$ cat config.mk
export PLATFORM = sky130hd
export DESIGN_NAME = remote_stick_keypad_drive_mixer
export DESIGN_NICKNAME = d
export VERILOG_FILES = /design/src/sv/rskdm_pkg.sv /design/src/sv/rskdm_key_decode.sv /design/src/sv/rskdm_drive.sv /design/src/sv/remote_stick_keypad_drive_mixer.sv
export SDC_FILE = /design/constraint.sdc
export NUM_CORES = 1
export LEC_CHECK = 0
export BUFFER_PORTS_ARGS = -buffer_cell sky130_fd_sc_hd__buf_4
export CELL_PAD_IN_SITES_DETAIL_PLACEMENT = 1
export CELL_PAD_IN_SITES_GLOBAL_PLACEMENT = 2
export CORE_ASPECT_RATIO = 1.4
export CORE_MARGIN = 2
export CORE_UTILIZATION = 41
export CTS_CLUSTER_SIZE = 16
export DETAILED_ROUTE_END_ITERATION = 8
export PLACE_DENSITY_LB_ADDON = 0.15
export SYNTH_ARGS = -nofsm -noshare
export SYNTH_HDL_FRONTEND = slang
export SYNTH_SLANG_ARGS = --single-unit
$ cat constraint.sdc
create_clock -name clock -period 13.2 [get_ports clock]
set_input_delay 0.66 -clock clock [delete_from_list [all_inputs] [get_ports clock]]
set_output_delay 0.66 -clock clock [all_outputs]
set_load 0.02 [all_outputs]
$ cat src/sv/rskdm_pkg.sv
package rskdm_pkg;

   localparam int unsigned NUM_KEY_REGS = 8;

   typedef enum logic [2:0] {
      REG_FOCUS    = 3'd0,
      REG_PHOTO    = 3'd1,
      REG_BRIGHTER = 3'd2,
      REG_TURN_POS = 3'd3,
      REG_DIMMER   = 3'd4,
      REG_TURN_NEG = 3'd5,
      REG_BACK     = 3'd6,
      REG_ARM_ONE  = 3'd7
   } csr_reg_type;

   typedef logic [11:0] level_type;

   localparam level_type KEY_LEVEL_RESET [NUM_KEY_REGS] = '{
      12'd3383, 12'd2695, 12'd1999, 12'd1617, 12'd490, 12'd1261, 12'd2347, 12'd1801
   };

   // ladder decoding
   localparam logic signed [12:0] KEY_WINDOW = 13'sd50;

   // stick conditioning
   localparam int unsigned       STICK_SHIFT = 5;
   localparam logic        [7:0] STICK_HIGH  = 8'd77;
   localparam logic        [7:0] STICK_LOW   = 8'd50;

   // drive mixer
   localparam logic signed [6:0] DEAD_ZONE   = 7'sd20;
   localparam logic signed [9:0] DRIVE_GAIN  = 10'sd5;
   localparam logic signed [9:0] DRIVE_START = 10'sd6;

   // brightness and rotate
   localparam logic        [8:0] LIGHT_STEP  = 9'd64;
   localparam logic        [8:0] LIGHT_MAX   = 9'd255;
   localparam logic signed [6:0] ROTATE_MAG  = 7'sd50;

   typedef struct packed {
      logic focus;
      logic photo;
      logic brighter;
      logic turn_pos;
      logic dimmer;
      logic turn_neg;
      logic back;
      logic arm_one;
      logic arm_two;
   } key_hits_type;

endpackage

$ cat src/sv/rskdm_key_decode.sv
module rskdm_key_decode
   import rskdm_pkg::*;
#(
   parameter int unsigned KEY_LEVEL_ARM_TWO = 1482
) (
   input  level_type    sample,
   input  level_type    levels [NUM_KEY_REGS],
   output key_hits_type hits
);

   localparam level_type ArmTwoLevel = level_type'(KEY_LEVEL_ARM_TWO);

   // strict window of +-KEY_WINDOW around the key level
   function automatic logic hit(input level_type smp, input level_type lvl);
      logic signed [12:0] diff;
      diff = $signed({1'b0, smp}) - $signed({1'b0, lvl});
      return (diff > -KEY_WINDOW) && (diff < KEY_WINDOW);
   endfunction

   always_comb begin
      hits.focus    = hit(sample, levels[REG_FOCUS]);
      hits.photo    = hit(sample, levels[REG_PHOTO]);
      hits.brighter = hit(sample, levels[REG_BRIGHTER]);
      hits.turn_pos = hit(sample, levels[REG_TURN_POS]);
      hits.dimmer   = hit(sample, levels[REG_DIMMER]);
      hits.turn_neg = hit(sample, levels[REG_TURN_NEG]);
      hits.back     = hit(sample, levels[REG_BACK]);
      hits.arm_one  = hit(sample, levels[REG_ARM_ONE]);
      hits.arm_two  = hit(sample, ArmTwoLevel);
   end

endmodule

$ cat src/sv/rskdm_drive.sv
module rskdm_drive
   import rskdm_pkg::*;
(
   input  logic        [11:0] x_raw,
   input  logic        [11:0] y_raw,
   output logic signed [6:0]  x_offset,
   output logic signed [6:0]  y_offset,
   output logic signed [9:0]  speed_left,
   output logic signed [9:0]  speed_right
);

   // divide by 32, then dead band around mid scale
   function automatic logic signed [6:0] stick_offset(input logic [11:0] raw);
      logic [7:0] v;
      v = {1'b0, 7'(raw >> STICK_SHIFT)};
      if (v > STICK_HIGH) begin
         return 7'(v - STICK_HIGH);
      end else if (v < STICK_LOW) begin
         return 7'(v - STICK_LOW);
      end
      return 7'sd0;
   endfunction

   logic               x_mid, y_mid, x_left, x_right, y_fwd, y_back;
   logic signed [9:0]  x_wide, y_wide;
   logic signed [9:0]  x_scaled, y_scaled;

   assign x_offset = stick_offset(x_raw);
   assign y_offset = stick_offset(y_raw);

   assign x_mid   = (x_offset > -DEAD_ZONE) && (x_offset < DEAD_ZONE);
   assign y_mid   = (y_offset > -DEAD_ZONE) && (y_offset < DEAD_ZONE);
   assign x_right = x_offset > DEAD_ZONE;
   assign x_left  = x_offset < -DEAD_ZONE;
   assign y_fwd   = y_offset > DEAD_ZONE;
   assign y_back  = y_offset < -DEAD_ZONE;

   assign x_wide   = 10'(x_offset);
   assign y_wide   = 10'(y_offset);
   assign x_scaled = x_wide * DRIVE_GAIN;
   assign y_scaled = y_wide * DRIVE_GAIN;

   always_comb begin
      speed_left  = 10'sd0;
      speed_right = 10'sd0;
      if (y_fwd && x_mid) begin
         speed_left  = y_scaled + DRIVE_START;
         speed_right = y_scaled + DRIVE_START;
      end else if (y_back && x_mid) begin
         speed_left  = y_scaled - DRIVE_START;
         speed_right = y_scaled - DRIVE_START;
      end else if (x_left && y_mid) begin
         speed_left  = x_scaled - DRIVE_START;
         speed_right = DRIVE_START - x_scaled;
      end else if (x_right && y_mid) begin
         speed_left  = x_scaled + DRIVE_START;
         speed_right = -(x_scaled + DRIVE_START);
      end else if (y_fwd && x_left) begin
         speed_right = y_scaled + DRIVE_START;
      end else if (y_fwd && x_right) begin
         speed_left  = y_scaled + DRIVE_START;
      end else if (y_back && x_left) begin
         speed_right = y_scaled - DRIVE_START;
      end else if (y_back && x_right) begin
         speed_left  = y_scaled - DRIVE_START;
      end
   end

endmodule

$ cat src/sv/remote_stick_keypad_drive_mixer.sv
// Remote-control front end: stick conditioning, resistor-ladder key decode
// and an eight-direction tank-drive mixer.
//
// req_ channel: one set of raw 12-bit readings (stick X, stick Y, ladder).
// rsp_ channel: one result per request, in order: stick offsets, key flags,
//   brightness and left/right track speeds.
// csr_ port: write-only key ladder levels, register index 0..7, low 12 bits
//   of csr_wdata kept; write only while no request is in flight.
//
// The request lands in an input register on its transfer edge; the compare/mix
// logic between is combinational and feeds the response register, which loads
// as soon as it is free and drives rsp_valid. Throughput is one item per cycle
// while rsp_ready holds.
// When the receiver stalls, the response register holds and the input
// register fills; req_ready drops only once both are full.
// Reset (synchronous) restores the key levels to their defaults, clears the
// key history, sticky flag and brightness, and empties both stages.
module remote_stick_keypad_drive_mixer
   import rskdm_pkg::*;
#(
   parameter int unsigned KEY_LEVEL_ARM_TWO = 1482
) (
   input  logic               clock,
   input  logic               reset,

   input  logic               req_valid,
   output logic               req_ready,
   input  logic        [11:0] req_stick_x_raw,
   input  logic        [11:0] req_stick_y_raw,
   input  logic        [11:0] req_ladder_raw,

   output logic               rsp_valid,
   input  logic               rsp_ready,
   output logic signed [6:0]  rsp_stick_x_offset,
   output logic signed [6:0]  rsp_stick_y_offset,
   output logic               rsp_focus_pulse,
   output logic               rsp_photo_pulse,
   output logic               rsp_set_latched,
   output logic signed [6:0]  rsp_rotate_value,
   output logic               rsp_back_held,
   output logic               rsp_arm_one_held,
   output logic               rsp_arm_two_held,
   output logic        [7:0]  rsp_light_level,
   output logic signed [9:0]  rsp_speed_left,
   output logic signed [9:0]  rsp_speed_right,

   input  logic               csr_wr_en,
   input  csr_reg_type        csr_index,
   input  logic        [11:0] csr_wdata
);

   level_type    key_level_ff [NUM_KEY_REGS];

   logic         in_valid_ff;
   logic  [11:0] in_x_raw_ff, in_y_raw_ff, in_ladder_ff;

   logic         rsp_valid_ff;
   logic         advance;
   logic         out_free;

   logic         focus_seen_ff, photo_seen_ff, set_flag_ff;
   logic  [7:0]  brightness_ff;
   logic  [7:0]  brightness_in;
   logic  [8:0]  bright_up;

   key_hits_type      hits;
   logic signed [6:0] x_offset, y_offset, rotate_in;
   logic signed [9:0] speed_left, speed_right;

   // output register frees up when empty or when its transfer completes
   assign out_free  = !rsp_valid_ff || rsp_ready;
   assign advance   = in_valid_ff && out_free;
   assign req_ready = !in_valid_ff || out_free;
   assign rsp_valid = rsp_valid_ff;

   always_ff @(posedge clock) begin
      if (reset) begin
         key_level_ff <= KEY_LEVEL_RESET;
      end else if (csr_wr_en) begin
         key_level_ff[csr_index] <= csr_wdata;
      end
   end

   always_ff @(posedge clock) begin
      if (reset) begin
         in_valid_ff <= 1'b0;
      end else if (req_ready) begin
         in_valid_ff <= req_valid;
      end
   end

   always_ff @(posedge clock) begin
      if (req_valid && req_ready) begin
         in_x_raw_ff  <= req_stick_x_raw;
         in_y_raw_ff  <= req_stick_y_raw;
         in_ladder_ff <= req_ladder_raw;
      end
   end

   rskdm_key_decode #(
      .KEY_LEVEL_ARM_TWO (KEY_LEVEL_ARM_TWO)
   ) u_key_decode (
      .sample (in_ladder_ff),
      .levels (key_level_ff),
      .hits   (hits)
   );

   rskdm_drive u_drive (
      .x_raw       (in_x_raw_ff),
      .y_raw       (in_y_raw_ff),
      .x_offset    (x_offset),
      .y_offset    (y_offset),
      .speed_left  (speed_left),
      .speed_right (speed_right)
   );

   // brightness step: brighter wins over dimmer, saturate at both ends
   assign bright_up = {1'b0, brightness_ff} + LIGHT_STEP;

   always_comb begin
      brightness_in = brightness_ff;
      if (hits.brighter) begin
         brightness_in = (bright_up > LIGHT_MAX) ? LIGHT_MAX[7:0] : bright_up[7:0];
      end else if (hits.dimmer) begin
         brightness_in = ({1'b0, brightness_ff} < LIGHT_STEP) ?
                         8'd0 : 8'({1'b0, brightness_ff} - LIGHT_STEP);
      end
   end

   always_comb begin
      if (hits.turn_pos) begin
         rotate_in = ROTATE_MAG;
      end else if (hits.turn_neg) begin
         rotate_in = -ROTATE_MAG;
      end else begin
         rotate_in = 7'sd0;
      end
   end

   always_ff @(posedge clock) begin
      if (reset) begin
         rsp_valid_ff  <= 1'b0;
         focus_seen_ff <= 1'b0;
         photo_seen_ff <= 1'b0;
         set_flag_ff   <= 1'b0;
         brightness_ff <= 8'd0;
      end else begin
         if (out_free) begin
            rsp_valid_ff <= in_valid_ff;
         end
         // key history moves only when an item is committed to the output
         if (advance) begin
            focus_seen_ff <= hits.focus;
            photo_seen_ff <= hits.photo;
            set_flag_ff   <= set_flag_ff || hits.brighter;
            brightness_ff <= brightness_in;
         end
      end
   end

   always_ff @(posedge clock) begin
      if (advance) begin
         rsp_stick_x_offset <= x_offset;
         rsp_stick_y_offset <= y_offset;
         rsp_focus_pulse    <= hits.focus && !focus_seen_ff;
         rsp_photo_pulse    <= hits.photo && !photo_seen_ff;
         rsp_set_latched    <= set_flag_ff || hits.brighter;
         rsp_rotate_value   <= rotate_in;
         rsp_back_held      <= hits.back;
         rsp_arm_one_held   <= hits.arm_one;
         rsp_arm_two_held   <= hits.arm_two;
         rsp_light_level    <= brightness_in;
         rsp_speed_left     <= speed_left;
         rsp_speed_right    <= speed_right;
      end
   end

endmodule

# Word level (Yosys, flattened, before mapping)
# Cells that the tools add are included.
[op_classes]
addsub = 21
n_mul = 2
order_cmp = 34
muxes = 33
bitwise_logic = 1
n_reduce_logical = 31
[op_table]
columns = ["op", "count"]
rows = [
  ["2-to-1 mux 10 bit", 15],
  ["> comparator 13 x 7 -> 1 bit (second input constant)", 9],
  ["< comparator 13 x 7 -> 1 bit (second input constant)", 9],
  ["subtractor 12 x 12 -> 13 bit", 8],
  ["bitwise mux 96 bit", 1],
  ["2-to-1 mux 7 bit", 7],
  ["< comparator 7 x 6 -> 1 bit (second input constant)", 6],
  ["demux 12 bit (select 3 bit)", 1],
  ["2-to-1 mux 8 bit", 4],
  ["> comparator 7 x 6 -> 1 bit (second input constant)", 4],
  ["logical AND 1 bit", 24],
  ["adder 10 x 4 -> 10 bit (second input constant)", 2],
  ["multiplier 7 x 4 -> 10 bit (second input constant)", 2],
  ["subtractor 10 x 4 -> 10 bit (second input constant)", 2],
  ["> comparator 7 bit (second input constant)", 2],
  ["subtractor 7 x 6 -> 7 bit (second input constant)", 2],
  ["subtractor 7 bit (second input constant)", 2],
  ["subtractor 12 x 11 -> 13 bit (second input constant)", 1],
  ["2-to-1 mux 12 bit", 1],
  ["negation 10 bit", 1],
  ["subtractor 4 x 10 -> 10 bit (first input constant)", 1],
  ["adder 8 x 7 -> 9 bit (second input constant)", 1],
  ["> comparator 9 x 8 -> 1 bit (second input constant)", 1],
  ["< comparator 8 x 7 -> 1 bit (second input constant)", 1],
  ["7 further kinds", 15],
]
[totals]
reg_bits = 200
in_bits = 56
word_cells = 151

# Longest topological paths before layout
# Gate-level depths: netlist of the first run.
[depth]
word_depth = 14
mapped_depth = 22

# By module
# A second synthesis of the first run with hierarchy kept.
[unflattened]
hier_cells = 1885
area_unflattened_um2 = 16066.7
[modules_own_cells]
columns = ["mod", "instances", "cells_per_inst", "area_each_um2", "seq_area_each_um2"]
rows = [
  ["remote_stick_keypad_drive_mixer", 1, 575, 6976.7, 4794.6],
  ["rskdm_key_decode", 1, 811, 5637.9, 0.0],
  ["rskdm_drive", 1, 499, 3452.1, 0.0],
]

# Worst setup path before layout of the first run
# No wires, ideal clock.
[synth_timing]
path_kind = "reg2reg"
startpoint = "register in_x_raw_ff[6]"
endpoint = "register rsp_speed_right[8], data pin"
setup_time_ps = 278
t_arrival_ps = 4585
required_ps = 12922
path_slack_ps = 8336
stages_incl_launch_ff = 20
n_path_buf = 0
period_less_slack_ps = 4864
cell_sequence = "edfxtp_1 > inv_1 > ha_1 > or3b_4 > o221ai_2 > o22a_1 > inv_1 > ha_1 > ha_1 > inv_1 > fa_1 > xnor2_1 > and3b_1 > nor4b_1 > xor2_1 > nor2_1 > nand3_1 > xnor2_1 > a221oi_1 > a221oi_1"
[synth_between]
elab_chain_len = 13
elab_cells_between_ends = 32
cone_classes = "add/sub: 5; mul: 1; order compare: 6; mux: 12; reduce/logical: 8"
[synth_lines]
columns = ["element", "line_no", "source"]
rows = [
  ["start: declaration", "remote_stick_keypad_drive_mixer.sv:55", "logic [11:0] in_x_raw_ff, in_y_raw_ff, in_ladder_ff;"],
  ["start signal: assignment", "remote_stick_keypad_drive_mixer.sv:94", "in_x_raw_ff <= req_stick_x_raw;"],
  ["subtractor 7 x 6 -> 7 bit or < comparator 7 x 6 -> 1 bit (tied branches)", "rskdm_drive.sv:19, rskdm_drive.sv:18", ""],
  ["2-to-1 mux 7 bit or 2-to-1 mux 1 bit (tied branches)", "rskdm_drive.sv:18", "end else if (v < STICK_LOW) begin"],
  ["2-to-1 mux 7 bit or 2-to-1 mux 1 bit (tied branches)", "rskdm_drive.sv:16", "if (v > STICK_HIGH) begin"],
  ["2-to-1 mux 7 bit *", "rskdm_drive.sv:21", "return 7'sd0;"],
  ["named net u_drive.x_offset[1]", "rskdm_drive.sv:6", "output logic signed [6:0] x_offset,"],
  ["branches (longest 8 deep; another with multiplier 7 x 4 -> 10 bit)", "-", ""],
  ["2-to-1 mux 10 bit *", "rskdm_drive.sv:46", "if (y_fwd && x_mid) begin"],
  ["named net speed_right[8]", "remote_stick_keypad_drive_mixer.sv:68", "logic signed [9:0] speed_left, speed_right;"],
  ["end signal: assignment", "remote_stick_keypad_drive_mixer.sv:174", "rsp_speed_right <= speed_right;"],
  ["end: declaration", "remote_stick_keypad_drive_mixer.sv:45", "output logic signed [9:0] rsp_speed_right,"],
]
# Mark *: on every way through the listed nets, which the timed path passes. The select of a mux whose other input is x is not followed.
# A chain may end at the register's enable or synchronous reset.

# Worst setup path in the final report of the first run
# Same ends and word-level chain as after synthesis.

==> out/summary.md, run 1 <==
## Timing
• total negative slack for setup checks: 0 ns
• slew margin rel.: 22.2%
• setup repair after global routing missed its margin: false
• final critical-path setup slack: 7.34 ns
• final worst path period share: 44.4%
• shortest clock period the worst path allows after layout: 5.86 ns
• Post-Route Skew: 0.0136 ns
• final hold violation count: 0
• final number of max-transition violations: 0
• slew at the pin closest to its max-slew limit: 1.16 ns
• Fmax achieved: 0.171 GHz
• final setup violating endpoints: 0

## CTS
• clock-pin transition on the worst setup and hold timing paths: 0.08 ns
• number of buffers inserted during clock tree synthesis: 17
• buffer type at the clock tree root: clkbuf_16
• total setup buffers inserted after CTS: 0
• Hold-fix buffers, CTS: 0
• # clock sinks: 186
• number of levels the H-tree was split into: 4
• maximum count of clock buffers along a single path: 2
• Skew-Pair Late Insertion Delay: 0.46 ns
• Gates resized, CTS repair: 0
• TritonCTS clock tree: built

## Synth
• sequential area share after synthesis: 30.3%
• synthesized netlist cell count: 1762
• mean instance size in the synthesized netlist: 8.42 sq um
• number of warnings issued by yosys: 0
• fraction of synthesis flops using an asynchronous set or reset pin: 0%
• cell taking the most area after synthesis: edfxtp_1
• flop and latch count out of synthesis: 186
• count of unique library cells instantiated by Yosys: 97
• most used flip-flop cell after synthesis: dfxtp_1
• area share of the largest cell type after synthesis: 15.6%
• post-synth design cell area: 14800 sq um
• net count of the mapped netlist: 1969
• cell types with the largest area share after synthesis: edfxtp_1 (16%), dfxtp_1 (15%), ha_1 (12%)
• number of synthesized flops with an enable pin: 77

## Run status
• status: completed

## GRT
• number of antenna violations at the first check in global routing: 0
• maximum number of pins on one net before global-route repair: 57
• first-pass GRT wire length: 73200 um
• via count of the first global-routing pass: 13.8k
• Total GRT Usage: 24.7%
• Remaining Overflow, GRT: 0

## Power
• static leakage: 0.00684 uW
• power density relative to cell area: 114 nW/um^2
• Max VDD drop: 0.0732 mV
• total power: 1900 uW

## Floorplanning
• total I/O pin count: 113
• die area: 37700 sq um
• die boundary height: 229 um
• placeable core region: 35700 sq um
• starting density of the core: 41.5%
• Die Wd: 165 um
• placement row count: 82

## Critical path
• largest incremental delay on the critical path: 0.57 ns
• critical path's slowest cell: nor4b_1
• Critical Path Sink Type: flop
• CP Cell Sequence: inv_1 -> ha_1 -> or3b_4 -> o221ai_2 -> o22a_1 -> inv_1 -> ha_1 -> ha_1 -> inv_1 -> fa_1 -> xnor2_1 -> and3b_1 -> nor4b_1 -> xor2_1 -> nor2_1 -> nand3_1 -> xnor2_1 -> a221oi_1 -> a221oi_1
• arrival time of the worst setup path: 6.01 ns
• Crit Path Class: reg2reg
• crit-path max FO: 12
• launching element type of the critical path: flop
• Data required, critical path: 13.36 ns

## Job
• max-cap check violation count: 0

## Final layout
• final std cells w/o fill: 2306
• Final Cell Area: 16600 sq um
• Antenna Diode Count: 0
• area grow syn2layout: 11.9%
• filler instances: 4270
• proportion of layout cells with a drive suffix above 1: 10.6%
• net total in the final layout: 2038

## Placement
• Placed Cells incl. Taps: 2274
• RD Place Congestion: 0.849
• worst slack at placement: 7.47 ns
• number of buffers inserted by port buffering: 101
• Post-Place Cell Area: 16000 sq um
• half-perimeter wire length after detailed placement: 33500 um

## Routing
• via count: 13.2k
• via count normalized by instance count: 5.73
• first-pass iteration count of the detailed router: 4
• Avg WL per Cell: 19.8 um
• DRT antenna net count: 0
• WL final: 45500 um
• remaining design rule violation count: 0
• First DRT Iteration DRCs: 588

## Min path
• Tightest Hold Check Type: in2reg

[registers in the layout (all words and copies together), names as in the netlist, 3 cells and up]
register / count
rsp_speed_right: 10
in_x_raw_ff: 7
rsp_rotate_value: 3
rsp_light_level: 8
rsp_speed_left: 10
brightness_ff: 8
in_y_raw_ff: 7
key_level_ff: 96
rsp_stick_x_offset: 7
in_ladder_ff: 12
rsp_stick_y_offset: 7
[critical path: cells and delay by family, from the launching register on]
kind | cells | cell delay, ns
flops | 1 | 0.46
fa+ha+maj | 4 | 1.14
compound gates | 4 | 1.12
xor+xnor | 3 | 0.81
simple gates | 5 | 1.51
buf+inv | 3 | 0.50
[synth_stat cells (all sizes together) (6+ instances only)]
cell type	count
a2111oi	11
a211o	6
a211oi	18
a21boi	8
a21o	29
a21oi	133
a22oi	7
a311oi	7
a31oi	15
and2	9
and3	15
buf	14
clkbuf	52
dfxtp	109
edfxtp	77
fa	10
ha	141
inv	172
mux2i	19
nand2	190
nand2b	24
nand3	35
nand4	9
nor2	116
nor2b	19
nor3	34
nor3b	8
nor4	8
o2111ai	11
o211ai	54
o21a	33
o21ai	73
o21bai	8
o221ai	6
o22ai	16
o311ai	6
o31a	6
o31ai	9
o32ai	6
or2	17
or3	24
xnor2	69
xor2	46
[worst paths after layout]
| check | cells past startpoint | start | slack, ns | end |
|---|---|---|---|---|
| worst min-delay path | 1 | req_stick_x_raw[10] | 0.37 | in_x_raw_ff[10] |
| worst min register to register | 2 | key_level_ff[75] | 0.45 | key_level_ff[75] |
| worst max-delay path | 19 | in_x_raw_ff[6] | 7.34 | rsp_speed_right[8] |
| worst max register to register | 19 | in_x_raw_ff[6] | 7.34 | rsp_speed_right[8] |
[power breakdown]
| group | switching, uW | leakage (uW) | internal, uW | total [uW] |
|---|---|---|---|---|
| logic | 423 | 0.00493 | 265 | 688 |
| clock network | 239 | 0.000297 | 310 | 550 |
| registers | 18.9 | 0.00162 | 639 | 658 |
[routing by layer]
metal	track usage [%]	wire, um	share of wire, %	vias to the layer above
met5	0	0	0	-
met3	2.64	972	2.1	50
met2	46.4	24200	53	165
met1	29.3	19400	43	6512
li1	-	-	-	6497
met4	6.88	990	2.2	0
[logic make-up (layout without fill, tap and decap cells)]
group / after synthesis / after routing / share of synthesized area, %
buffers and inverters: 238 / 320 / 6.34
AND/OR/NAND/NOR: 543 / 543 / 18.0
multiplexers: 24 / 24 / 1.66
XOR/XNOR: 115 / 115 / 6.84
other: 1 / 1 / 0.0253
adder cells (fa/ha/maj): 151 / 151 / 13.2
AO/OA/AOI/OAI: 504 / 504 / 23.6
flip-flops: 186 / 186 / 30.3
[through the flow]
step	utilization [%]	hold slack (ns)
6_report	46.5	0.369
5_1_grt	46.5	0.356
4_1_cts	46.5	0.347
3_5_place_dp	44.8	0.449
3_3_place_gp	44.8	0.443
2_1_floorplan	-	0.428
[placed cells by master (no fill, tap or decap), types with 14 or more instances in the layout]
master     instances
nand2_1          190
inv_1            168
ha_1             141
a21oi_1          131
buf_4            116
nor2_1           115
dfxtp_1          109
edfxtp_1          77
o21ai_0           69
xnor2_1           68
o211ai_1          54
xor2_1            46
nand3_1           35
o21a_1            32
nor3_1            32
a21o_1            28
or3_1             24
nand2b_1          24
mux2i_1           19
nor2b_1           18
a211oi_1          18
clkbuf_16         18
o22ai_1           16
a31oi_1           15
or2_2             14
and3_1            14
[layout make-up]
class,count,area [sq um],share of cell area [%]
multi-input cells,1338,9410,56.7
clock buffers,22,465,2.80
repair buffers,116,871,5.25
clock inverters,10,138,0.829
flip-flops and latches,186,4490,27.1
well taps,462,578,3.48
inverters,172,646,3.89
Note: power is estimated with default switching activity, not from simulation.
==> inputs of run 2 (changes only) <==
ABC_AREA = 1   (was not set)
CORE_UTILIZATION = 35   (was 41)
clock period = 6.12 ns   (was 13.2 ns; I/O delays follow)
==> run 2 against run 1 <==
  * Clock skew down 0.0030 ns
  * Utilization shrank 6.6 points
  * Global-route usage decreased by 3.0 points
  * Register-to-register slack worse by 6.1 ns
  * Worst hold slack got worse by 0.35 ns
  * First-iteration DRC count down 25%
==> out/summary.md, run 2 <==
## Timing
• final critical-path setup slack: 1.28 ns, -6.06 ns
• Fmax achieved: 0.207 GHz, +21%
• hold slack final: 0.0224 ns, -0.347 ns
• slew at the pin closest to its max-slew limit: 0.950 ns, -0.213 ns
• Post-Route Skew: 0.0107 ns, -0.00295 ns
• final hold violation count: 0, unchanged
• final setup violating endpoints: 0, unchanged
• final number of max-transition violations: 0, unchanged
• total negative slack for setup checks: 0 ns, unchanged
• final worst path period share: 79.1%, +35 points
• slew margin rel.: 36.4%, +14 points
• setup repair after global routing missed its margin: false
• shortest clock period the worst path allows after layout: 4.84 ns, -1.02 ns

## Run status
• status: completed

## Placement
• worst slack at placement: 1.24 ns, -6.23 ns
• number of buffers inserted by port buffering: 101, unchanged
• half-perimeter wire length after detailed placement: 37400 um, +11%
• Post-Place Cell Area: 16800 sq um, +5.2%
• RD Place Congestion: 0.855, +0.67%
• Placed Cells incl. Taps: 2834, +25%

## Critical path
• worst reg2reg path startpoint: in_y_raw_ff[6]
• endpoint of the worst register-to-register path: rsp_speed_right[8]
• largest incremental delay on the critical path: 0.45 ns, -0.12 ns
• most frequent cell on the critical path: nand2_1
• Buf/Inv on CP: 4, +1
• Worst path top cell family by delay: simple AND/OR/NAND/NOR gates
• Crit Path Class: reg2reg
• count of cells along the worst register-to-register path: 28, +9
• launching element type of the critical path: flop
• crit-path max FO: 8, -4
• Critical Path Sink Type: flop
• critical path's slowest cell: xnor2_1
• arrival time of the worst setup path: 5.06 ns, -0.95 ns
• Worst R2R Setup Slack: 1.28 ns, -6.06 ns
• Data required, critical path: 6.34 ns, -7.02 ns

## Power
• power density relative to cell area: 243 nW/um^2, +110%
• Max VDD drop: 0.203 mV, +180%
• static leakage: 0.00873 uW, +28%

## Final layout
• flip-flop count of the largest register after layout: 96, unchanged
• final std cells w/o fill: 2882, +25%
• leading cell types in the layout, fill and taps excluded: nand2_1 (533), inv_1 (376), nand3_1 (177)
• most common cell after layout, fill and taps aside: nand2_1
• area grow syn2layout: 13.1%
• Top Registers: key_level_ff x96, in_ladder_ff x12
• Antenna Diode Count: 0, unchanged
• Biggest register: key_level_ff
• net total in the final layout: 2518, +24%
• Final Cell Area: 17600 sq um, +5.7%
• proportion of layout cells with a drive suffix above 1: 8.69%, -1.9 points

## CTS
• # clock sinks: 186, unchanged
• clock-pin transition on the worst setup and hold timing paths: 0.08 ns, about the same
• buffer type at the clock tree root: clkbuf_16
• number of buffers inserted during clock tree synthesis: 17, unchanged
• total setup buffers inserted after CTS: 0, unchanged
• maximum count of clock buffers along a single path: 2, unchanged
• Skew-Pair Late Insertion Delay: 0.46 ns, about the same
• TritonCTS clock tree: built
• number of levels the H-tree was split into: 4, unchanged

## Synth
• dominant cell by count in the synthesized netlist: nand2_1
• post-synth design cell area: 15500 sq um, +4.6%
• flop and latch count out of synthesis: 186, unchanged
• mean instance size in the synthesized netlist: 7.03 sq um, -16%
• cell types with the largest area share after synthesis: edfxtp_1 (15%), dfxtp_1 (14%), nand2_1 (13%)
• fraction of synthesis flops using an asynchronous set or reset pin: 0%, unchanged
• most used standard cells in the synthesized netlist: nand2_1 (533), inv_1 (378), nand3_1 (177)
• number of synthesized flops with an enable pin: 77, unchanged
• cell taking the most area after synthesis: edfxtp_1
• most used flip-flop cell after synthesis: dfxtp_1
• area share of the largest cell type after synthesis: 14.9%, -0.69 points
• synthesized netlist cell count: 2207, +25%
• sequential area share after synthesis: 29.0%, -1.3 points
• net count of the mapped netlist: 2414, +23%
• number of warnings issued by yosys: 0, unchanged
• count of unique library cells instantiated by Yosys: 56, -42%

## GRT
• maximum number of pins on one net before global-route repair: 61, +7.0%
• met3 routing resource usage after global routing: 1.90%, -0.75 points
• first-pass GRT wire length: 78700 um, +7.4%
• layer with the highest usage after global routing: met2
• Remaining Overflow, GRT: 0, unchanged
• global routing met1 resource utilization: 24.4%, -4.9 points
• via count of the first global-routing pass: 15.2k, +11%
• number of antenna violations at the first check in global routing: 0, unchanged
• Global Route met2 Usage: 42.9%, -3.4 points
• Total GRT Usage: 21.7%, -3.0 points

## Min path
• worst min-delay path endpoint: in_y_raw_ff[7]
• hold depth: 1, unchanged
• Tightest Hold Check Type: in2reg
• Hold Startpoint: req_stick_y_raw[7]

## Floorplanning
• starting density of the core: 35.3%, -6.2 points
• total I/O pin count: 113, unchanged
• Die Wd: 182 um, +10%
• placeable core region: 43900 sq um, +23%
• die boundary height: 253 um, +11%
• die area: 46000 sq um, +22%
• placement row count: 91, +11%

## Routing
• WL final: 49100 um, +7.8%
• First DRT Iteration DRCs: 442, -25%
• remaining design rule violation count: 0, unchanged
• DRT antenna net count: 0, unchanged
• Avg WL per Cell: 17.0 um, -14%
• first-pass iteration count of the detailed router: 5, +1
• via count normalized by instance count: 5.09, -11%
• via count: 14.7k, +11%

## Job
• max-cap check violation count: 0, unchanged

## run 2: cell count changes after synthesis, sizes merged, moves of 23 or more
cell,before,now
inv,172,387
nand2b,24,1
xnor2,69,24
o21ai,73,112
clkbuf,52,28
nand2,190,555
o21a,33,0
nand4,9,41
xor2,46,80
nand3,35,184
## run 2: final cells by class
class / instances / area, sq um
Fill cell: 5626 / 26400
Multi-Input combinational cell: 1588 / 9330
Sequential cell: 186 / 4490
Inverter: 389 / 1460
Timing Repair Buffer: 129 / 1010
Tap cell: 558 / 698
Clock buffer: 22 / 475
Clock inverter: 10 / 81.3
## run 2: kinds of logic after synthesis
logic type	after synthesis	share of synthesized area, %
simple gates	966	28.0
buf+inv	433	10.9
compound gates	366	13.5
flops	186	29.0
fa+ha+maj	151	12.7
xor+xnor	104	5.87
other cells	1	0.0242
## run 2: how the worst max path moves through the flow
| stage | startpoint | end | slack [ns] | depth (start not counted) |
|---|---|---|---|---|
| floorplan | in_x_raw_ff[7] | rsp_speed_right[9] | 2.17 | 25 |
| global placement | in_x_raw_ff[7] | rsp_speed_right[9] | 1.30 | 25 |
| detailed placement | in_x_raw_ff[7] | rsp_speed_right[9] | 1.24 | 25 |
| CTS | in_x_raw_ff[7] | rsp_speed_right[9] | 1.20 | 25 |
| global route | in_x_raw_ff[7] | rsp_speed_right[9] | 0.69 | 25 |
| finish | in_y_raw_ff[6] | rsp_speed_right[8] | 1.28 | 28 |
## run 2: power breakdown
group          switching, uW  total, uW  leakage [uW]  internal [uW]
logic                   1150       1730       0.00683            574
registers               44.0       1430       0.00163           1390
clock network            541       1110      0.000278            565
## run 2: through the flow
step,utilization (%),total power (uW)
6_report,39.9,4260
5_1_grt,39.9,4580
4_1_cts,39.9,4320
3_5_place_dp,38.3,3190
2_1_floorplan,-,2690
3_3_place_gp,38.3,3150
## run 2: routing by layer
layer	share of wire [%]	wire [um]
met5	0	0
met4	2.3	1140
met3	1.3	662
met2	54	26500
met1	42	20800
## run 2: timing repair
action,CTS,global route
hold endpoints to repair,16,0
hold buffers,16,0
setup endpoints to repair,0,0
gates resized for setup,0,0
